### src/rtl/core/dtg_pkg.sv
// Shared types and constants for the grouped decimal text block.
// Used by dtg_ctrl, dtg_datapath and the top level; no dependencies.
`timescale 1ns / 1ps
`default_nettype none

package dtg_pkg;

    // Width of the signed integer that is formatted (8 to 64)
    localparam int NUMBER_WIDTH = 64;
    // Counter for the binary-to-BCD shift steps
    localparam int BIT_CNT_W    = $clog2(NUMBER_WIDTH);
    // Decimal digits held in the BCD register (enough for 2^64)
    localparam int MAX_DIGITS   = 20;
    localparam int BCD_W        = 4 * MAX_DIGITS;
    localparam int REM_W        = $clog2(MAX_DIGITS + 1);
    // MAX_DIGITS modulo the group size
    localparam logic [1:0] MAX_DIGITS_MOD3 = 2'(MAX_DIGITS % 3);

    // ASCII characters
    localparam logic [7:0] CHAR_ZERO  = 8'h30;
    localparam logic [7:0] CHAR_MINUS = 8'h2D;
    localparam logic [7:0] CHAR_COMMA = 8'h2C;

    // Controller states
    typedef enum logic [2:0] {
        ST_IDLE,
        ST_CONV,
        ST_SKIP,
        ST_SIGN,
        ST_DIGIT,
        ST_COMMA
    } t_state;

    // Datapath commands
    typedef enum logic [2:0] {
        OP_NONE,
        OP_LOAD,
        OP_CONV,
        OP_SKIP,
        OP_SIGN,
        OP_DIGIT,
        OP_COMMA
    } t_dp_op;

    // Datapath status back to the controller
    typedef struct packed {
        logic conv_last;  // last binary-to-BCD step
        logic top_zero;   // leading BCD digit is zero
        logic rem_one;    // one digit left
        logic mod3_one;   // digits left, modulo 3, is one
        logic neg;        // number is negative
        logic out_free;   // output register can take a character
    } t_dp_status;

endpackage

`default_nettype wire

### src/rtl/core/dtg_datapath.sv
// Datapath: operand capture, shift-add-3 binary-to-BCD conversion,
// leading-zero skip, digit counting and the output character register.
// Depends on dtg_pkg.
`timescale 1ns / 1ps
`default_nettype none

module dtg_datapath (
    input  wire logic                i_clk,
    input  wire logic                i_rst_n,
    input  wire logic [63:0]         i_number_in,
    input  wire dtg_pkg::t_dp_op     i_op,
    output dtg_pkg::t_dp_status      o_status,
    input  wire logic                i_out_stall,
    output logic                     o_out_valid,
    output logic [7:0]               o_text_char,
    output logic                     o_final_char
);
    import dtg_pkg::*;

    logic [NUMBER_WIDTH-1:0] r_bin, n_bin;
    logic [BCD_W-1:0]        r_bcd, n_bcd;
    logic [BIT_CNT_W-1:0]    r_bit_cnt, n_bit_cnt;
    logic [REM_W-1:0]        r_rem, n_rem;
    logic [1:0]              r_mod3, n_mod3;
    logic                    r_neg, n_neg;
    logic                    r_out_valid, n_out_valid;
    logic [7:0]              r_char, n_char;
    logic                    r_final, n_final;

    logic [NUMBER_WIDTH-1:0] raw;
    logic [BCD_W-1:0]        bcd_adj;
    logic [3:0]              top_digit;
    logic [1:0]              mod3_dec;
    logic                    out_free;

    // Operand slice, leading BCD digit, group phase step and output-free check
    assign raw       = i_number_in[NUMBER_WIDTH-1:0];
    assign top_digit = r_bcd[BCD_W-1 -: 4];
    assign mod3_dec  = (r_mod3 == 2'd0) ? 2'd2 : (r_mod3 - 2'd1);
    assign out_free  = !r_out_valid || !i_out_stall;

    // Add 3 to every BCD digit of five or more before the shift
    always_comb begin
        logic [3:0] d;
        for (int k = 0; k < MAX_DIGITS; k++) begin
            d = r_bcd[4*k +: 4];
            bcd_adj[4*k +: 4] = (d >= 4'd5) ? (d + 4'd3) : d;
        end
    end

    // Next-state for the datapath registers
    always_comb begin
        n_bin       = r_bin;
        n_bcd       = r_bcd;
        n_bit_cnt   = r_bit_cnt;
        n_rem       = r_rem;
        n_mod3      = r_mod3;
        n_neg       = r_neg;
        n_char      = r_char;
        n_final     = r_final;
        n_out_valid = r_out_valid && i_out_stall;
        case (i_op)
            OP_LOAD: begin
                n_neg     = raw[NUMBER_WIDTH-1];
                n_bin     = raw[NUMBER_WIDTH-1] ? (~raw + NUMBER_WIDTH'(1)) : raw;
                n_bcd     = '0;
                n_bit_cnt = BIT_CNT_W'(NUMBER_WIDTH - 1);
                n_rem     = REM_W'(MAX_DIGITS);
                n_mod3    = MAX_DIGITS_MOD3;
            end
            OP_CONV: begin
                n_bcd     = {bcd_adj[BCD_W-2:0], r_bin[NUMBER_WIDTH-1]};
                n_bin     = {r_bin[NUMBER_WIDTH-2:0], 1'b0};
                n_bit_cnt = r_bit_cnt - BIT_CNT_W'(1);
            end
            OP_SKIP: begin
                n_bcd  = {r_bcd[BCD_W-5:0], 4'h0};
                n_rem  = r_rem - REM_W'(1);
                n_mod3 = mod3_dec;
            end
            OP_SIGN: begin
                n_out_valid = 1'b1;
                n_char      = CHAR_MINUS;
                n_final     = 1'b0;
            end
            OP_DIGIT: begin
                n_out_valid = 1'b1;
                n_char      = CHAR_ZERO + {4'h0, top_digit};
                n_final     = (r_rem == REM_W'(1));
                n_bcd       = {r_bcd[BCD_W-5:0], 4'h0};
                n_rem       = r_rem - REM_W'(1);
                n_mod3      = mod3_dec;
            end
            OP_COMMA: begin
                n_out_valid = 1'b1;
                n_char      = CHAR_COMMA;
                n_final     = 1'b0;
            end
            default: begin
            end
        endcase
    end

    // Control registers
    always_ff @(posedge i_clk) begin
        if (!i_rst_n) begin
            r_out_valid <= 1'b0;
            r_rem       <= REM_W'(MAX_DIGITS);
            r_mod3      <= MAX_DIGITS_MOD3;
        end else begin
            r_out_valid <= n_out_valid;
            r_rem       <= n_rem;
            r_mod3      <= n_mod3;
        end
    end

    // Payload registers
    always_ff @(posedge i_clk) begin
        r_bin     <= n_bin;
        r_bcd     <= n_bcd;
        r_bit_cnt <= n_bit_cnt;
        r_neg     <= n_neg;
        r_char    <= n_char;
        r_final   <= n_final;
    end

    // Status to the controller
    assign o_status.conv_last = (r_bit_cnt == '0);
    assign o_status.top_zero  = (top_digit == 4'h0);
    assign o_status.rem_one   = (r_rem == REM_W'(1));
    assign o_status.mod3_one  = (r_mod3 == 2'd1);
    assign o_status.neg       = r_neg;
    assign o_status.out_free  = out_free;

    assign o_out_valid  = r_out_valid;
    assign o_text_char  = r_char;
    assign o_final_char = r_final;

`ifndef SYNTHESIS
    // Digit count stays within the BCD register
    a_rem_range: assert property (@(posedge i_clk) disable iff (!i_rst_n)
        r_rem <= REM_W'(MAX_DIGITS))
        else $error("digit counter out of range");

    // Group phase never reaches three
    a_mod3_range: assert property (@(posedge i_clk) disable iff (!i_rst_n)
        r_mod3 != 2'd3)
        else $error("group phase out of range");

    // The last character is always a digit
    a_final_digit: assert property (@(posedge i_clk) disable iff (!i_rst_n)
        (r_out_valid && r_final) |-> (r_char >= CHAR_ZERO && r_char <= 8'h39))
        else $error("final flag on a non-digit");

    // A new character is never loaded over one still waiting
    a_no_overwrite: assert property (@(posedge i_clk) disable iff (!i_rst_n)
        (r_out_valid && i_out_stall) |-> (i_op != OP_SIGN && i_op != OP_DIGIT
                                          && i_op != OP_COMMA))
        else $error("output register overwritten while stalled");
`endif

endmodule

`default_nettype wire

### src/rtl/core/dtg_ctrl.sv
// Controller state machine: sequences load, conversion, leading-zero
// skip and character emission. Depends on dtg_pkg.
`timescale 1ns / 1ps
`default_nettype none

module dtg_ctrl (
    input  wire logic                i_clk,
    input  wire logic                i_rst_n,
    input  wire logic                i_in_valid,
    output logic                     o_in_stall,
    input  wire dtg_pkg::t_dp_status i_status,
    output dtg_pkg::t_dp_op          o_op
);
    import dtg_pkg::*;

    t_state r_state, n_state;

    // State register
    always_ff @(posedge i_clk) begin
        if (!i_rst_n) begin
            r_state <= ST_IDLE;
        end else begin
            r_state <= n_state;
        end
    end

    // Next state and commands
    always_comb begin
        n_state = r_state;
        o_op    = OP_NONE;
        case (r_state)
            ST_IDLE: begin
                if (i_in_valid) begin
                    o_op    = OP_LOAD;
                    n_state = ST_CONV;
                end
            end
            ST_CONV: begin
                o_op = OP_CONV;
                if (i_status.conv_last) begin
                    n_state = ST_SKIP;
                end
            end
            ST_SKIP: begin
                // drop leading zeros, keeping at least one digit
                if (i_status.top_zero && !i_status.rem_one) begin
                    o_op = OP_SKIP;
                end else if (i_status.neg) begin
                    n_state = ST_SIGN;
                end else begin
                    n_state = ST_DIGIT;
                end
            end
            ST_SIGN: begin
                if (i_status.out_free) begin
                    o_op    = OP_SIGN;
                    n_state = ST_DIGIT;
                end
            end
            ST_DIGIT: begin
                if (i_status.out_free) begin
                    o_op = OP_DIGIT;
                    if (i_status.rem_one) begin
                        n_state = ST_IDLE;
                    end else if (i_status.mod3_one) begin
                        n_state = ST_COMMA;
                    end else begin
                        n_state = ST_DIGIT;
                    end
                end
            end
            ST_COMMA: begin
                if (i_status.out_free) begin
                    o_op    = OP_COMMA;
                    n_state = ST_DIGIT;
                end
            end
            default: begin
                n_state = ST_IDLE;
            end
        endcase
    end

    assign o_in_stall = (r_state != ST_IDLE);

`ifndef SYNTHESIS
    // Skip phase only follows the conversion
    a_skip_after_conv: assert property (@(posedge i_clk) disable iff (!i_rst_n)
        (r_state == ST_SKIP && $past(r_state) != ST_SKIP) |->
            ($past(r_state) == ST_CONV))
        else $error("skip entered without conversion");

    // A comma is always followed by a digit
    a_comma_then_digit: assert property (@(posedge i_clk) disable iff (!i_rst_n)
        (o_op == OP_COMMA) |=> (r_state == ST_DIGIT))
        else $error("comma not followed by digit");

    // The sign is emitted only for negative numbers
    a_sign_neg: assert property (@(posedge i_clk) disable iff (!i_rst_n)
        (o_op == OP_SIGN) |-> i_status.neg)
        else $error("sign emitted for non-negative number");
`endif

endmodule

`default_nettype wire

### src/rtl/core/decimal_text_with_thousands_groups.sv
// Sequence: a load step, the bit-serial binary-to-BCD conversion, a skip
// of up to 19 leading zeros and a sign check, then one character per cycle
// while the output is not stalled. A new number is taken only in idle,
// once the last character of the previous one has been issued.
// Reset: synchronous active low; returns to idle and drops output valid.
`timescale 1ns / 1ps
`default_nettype none

module decimal_text_with_thousands_groups (
    input  wire logic        i_clk,
    input  wire logic        i_rst_n,
    input  wire logic        i_in_valid,
    output logic             o_in_stall,
    input  wire logic [63:0] i_number_in,
    output logic             o_out_valid,
    input  wire logic        i_out_stall,
    output logic [7:0]       o_text_char,
    output logic             o_final_char
);
    import dtg_pkg::*;

    t_dp_op     op;
    t_dp_status status;

    // Controller
    dtg_ctrl u_ctrl (
        .i_clk      (i_clk),
        .i_rst_n    (i_rst_n),
        .i_in_valid (i_in_valid),
        .o_in_stall (o_in_stall),
        .i_status   (status),
        .o_op       (op)
    );

    // Datapath and output register
    dtg_datapath u_datapath (
        .i_clk        (i_clk),
        .i_rst_n      (i_rst_n),
        .i_number_in  (i_number_in),
        .i_op         (op),
        .o_status     (status),
        .i_out_stall  (i_out_stall),
        .o_out_valid  (o_out_valid),
        .o_text_char  (o_text_char),
        .o_final_char (o_final_char)
    );

endmodule

`default_nettype wire

### config.mk
export PLATFORM = sky130hd
export DESIGN_NAME = decimal_text_with_thousands_groups
export DESIGN_NICKNAME = d
export VERILOG_FILES = /design/src/rtl/core/dtg_pkg.sv /design/src/rtl/core/dtg_datapath.sv /design/src/rtl/core/dtg_ctrl.sv /design/src/rtl/core/decimal_text_with_thousands_groups.sv
export SDC_FILE = /design/constraint.sdc
export NUM_CORES = 1
export LEC_CHECK = 0
export BUFFER_PORTS_ARGS = -buffer_cell sky130_fd_sc_hd__buf_2
export CAP_MARGIN = 20
export CORE_ASPECT_RATIO = 0.75
export CORE_MARGIN = 2
export CORE_UTILIZATION = 38
export DETAILED_ROUTE_END_ITERATION = 10
export MAX_ROUTING_LAYER = met4
export SYNTH_ARGS = -nofsm -noshare
export SYNTH_HDL_FRONTEND = slang
export SYNTH_HIERARCHICAL = 1
export SYNTH_SLANG_ARGS = --single-unit
export TNS_END_PERCENT = 10
### constraint.sdc
create_clock -name i_clk -period 16.3 [get_ports i_clk]
set_input_delay 0.815 -clock i_clk [delete_from_list [all_inputs] [get_ports i_clk]]
set_output_delay 0.815 -clock i_clk [all_outputs]
set_load 0.1 [all_outputs]
==> results_dict.tcl <==
set metrics [dict create \
    die_w_um 195 \
    slew_headroom 0.385 \
    slowest_stage "buf_4" \
    viasPerCell 5.34 \
    grt_max_degree 88 \
    drv_slew 0 \
    whs_path_depth 1 \
    antennaDiodeCount 0 \
    postCtsSetupBuffers 0 \
    dp_hpwl_um 14000 \
    met2_usage 0.237 \
    drive_above_1_share 0.116 \
    synth-seq-cells 168 \
    wire_per_inst_um 14.7 \
    final_cell_area_mm2 0.0117 \
    cts_made_buffers 17 \
    yosys.area.top_type "edfxtp_1" \
    yosysTopAreaCellShare 0.452 \
    synth_cell_type_count 62 \
    internal_power_uw 939 \
    switching_power_uw 417 \
    final_util 0.434 \
    initial_core_util 0.387 \
    cp-start-kind "register" \
    cp-end-kind "register" \
    gp_congestion 0.827 \
    insertion_delay_ns 0.43 \
    timing.final.crit_share 0.246 \
    synthTopCellsByArea "edfxtp_1 (45%), o21ai_0 (6.1%), ha_1 (5.6%)" \
    clock_skew_ns 0.0104 \
    cts_sinks 168 \
    cp_max_fo 87 \
    io_pins 79 \
    pwr-share-seq 0.466 \
    ys.flop_type "edfxtp_1" \
    path_class "reg -> reg" \
    status "finished clean" \
    grt_pass1_vias 7407 \
    ys_seq_area_frac 0.473 \
    rows 52 \
    num-fill-cells 2582 \
    syn_area_mm2 0.0104 \
    synth-async-reset-ratio 0 \
    nets 1246 \
    syn2layout_area_growth_pct 12.3 \
    rr_worst_depth 12 \
    cellPowerDensity_mw_per_mm2 116 \
    cts-root-buf "clkbuf_16" \
    worstMarginPinSlew_ns 0.923 \
    cap_violations 0 \
    grt_use_met3 0.0287 \
    p_clk_frac 0.297 \
    hold_buffers 0 \
    drcViolationCount 0 \
    p_total_mw 1.36 \
    core_mm2 0.0270 \
    placed_cell_area_mm2 0.0111 \
    cts_resized 0 \
    pwr-share-comb 0.237 \
    critPathArrivalTime_ns 4.15 \
    dieHeight_um 148 \
    grt_overflow 0 \
    cts_max_level 4 \
    ctsLongestPathBuffers 2 \
    path_cells "ha_1, nor4b_1, inv_1, and3_1, a21oi_1, o2bb2ai_1, inv_1, or3_4, buf_4, nor4b_1, o21ai_0, o31ai_1" \
    netlist_instances 1081 \
    period_needed_ns 4.01 \
    totalWireLength_um 21900 \
    hold_viol 0 \
    fmax_ghz 0.250 \
    antenna_found_initial 0 \
    rsz0062_at_grt "false" \
    grt_first_pass_wirelength_um 36500 \
    hp-class "reg -> reg" \
    clk_pin_slew_ns 0.06 \
    syn_avg_cell_area_um2 9.66 \
    cp_slowest_stage_delay_ns 0.76 \
    fin_setup_tns_ns 0 \
    leakage_nw 4.21 \
    drt_pass1_iterations 5 \
    route.antenna.remaining_nets 0 \
    first_iter_violations 528 \
    cts_tree "built" \
    p_sw_frac 0.308 \
    dr_total_vias 7978 \
    grt_use_met1 0.222 \
    setup_viol 0 \
    synth_edf_count 157 \
    die_area_mm2 0.0288 \
    grt_use_total 0.159 \
    ys.warnings.count 6 \
    worstPathRequired_ns 16.44 \
    io_buffers 75 \
    peakVddDrop_mv 0.0538 \
    grt.busiest_layer "met2" \
]
## routing by layer
metal / wire, um / vias to the layer above
met5: 0 / -
met4: 193 / 0
met3: 787 / 12
met2: 9570 / 147
met1: 11300 / 3801
li1: - / 4018
## metrics by stage
step / std cells / setup slack, ns / hold WS [ns]
6_report: 1493 / 12.29 / 0.490
3_3_place_gp: 1461 / 12.43 / 0.475
4_1_cts: 1491 / 12.28 / 0.491
3_5_place_dp: 1461 / 12.33 / 0.474
5_1_grt: 1493 / 11.79 / 0.518
2_1_floorplan: 1082 / 8.48 / 0.449
## flip-flops by register name, summed over array words and instances (netlist names)
name,flops
u_datapath/r_rem,5
u_datapath/o_final_char,1
u_datapath/r_bin,64
u_datapath/o_out_valid,1
u_datapath/r_bit_cnt,6
u_datapath/r_neg,1
u_ctrl/r_state,3
u_datapath/r_bcd,80
u_datapath/r_mod3,2
u_datapath/o_text_char,5
## worst paths after layout
path                        from                    to  slack (ns)
max          u_datapath/r_rem[0]  u_datapath/r_bcd[16]       12.29
min          u_datapath/r_rem[3]   u_datapath/r_rem[3]        0.49
max reg2reg  u_datapath/r_rem[0]  u_datapath/r_bcd[16]       12.29
min reg2reg  u_datapath/r_rem[3]   u_datapath/r_rem[3]        0.49
## cells by family after synthesis
| logic type | Yosys count | synth area share |
|---|---|---|
| flops | 168 | 0.473 |
| fa+ha+maj | 47 | 0.0563 |
| buf+inv | 113 | 0.0431 |
| mux | 4 | 0.00407 |
| simple gates | 333 | 0.166 |
| other cells | 2 | 0.000719 |
| compound gates | 323 | 0.180 |
| xor+xnor | 91 | 0.0763 |
## area by class of cell
class	count	area [um^2]	share of cell area
Multi-Input combinational cell	801	5090	0.434
Tap cell	351	439	0.0375
Sequential cell	168	4930	0.421
Timing Repair Buffer	83	468	0.0399
Clock buffer	21	440	0.0376
Clock inverter	9	128	0.0109
Inverter	60	225	0.0192
## placed cells by master (no fill, tap or decap), types with 34 or more instances in the layout
| cell | n |
|---|---|
| edfxtp_1 | 157 |
| o21ai_0 | 126 |
| nand2_1 | 119 |
| a21oi_1 | 95 |
| buf_2 | 75 |
| xor2_1 | 65 |
| nor2_1 | 61 |
| inv_1 | 60 |
| ha_1 | 47 |
| o31ai_1 | 34 |
## cell usage after synthesis, drive strengths merged (7+ instances only)
library cell and n:
a21oi 95, a22oi 7, buf 10, clkbuf 43, dfxtp 11, edfxtp 157
ha 47, inv 60, nand2 120, nand2b 22, nand3 19, nor2 62
nor2b 13, nor3 12, nor3b 29, nor4 11, nor4b 7, o21ai 132
o22ai 21, o31ai 35, o41ai 12, or3 9, or4 8, xnor2 26
xor2 65
## power by group through the flow
stage / Clock [mW] / Combinational (mW) / Sequential, mW
3_5_place_dp: 0 / 0.318 / 0.639
2_1_floorplan: 0 / 0.248 / 0.628
6_report: 0.403 / 0.322 / 0.632
4_1_cts: 0.415 / 0.321 / 0.632
3_3_place_gp: 0 / 0.311 / 0.639
5_1_grt: 0.430 / 0.371 / 0.643
## critical path: cells and delay by family (launching register included)
kind / cells / cell delay, ns
buf+inv: 3 / 1.08
simple gates: 4 / 1.39
compound gates: 4 / 0.64
fa+ha+maj: 1 / 0.16
flops: 1 / 0.40
Note: power is estimated with default switching activity, not from simulation.
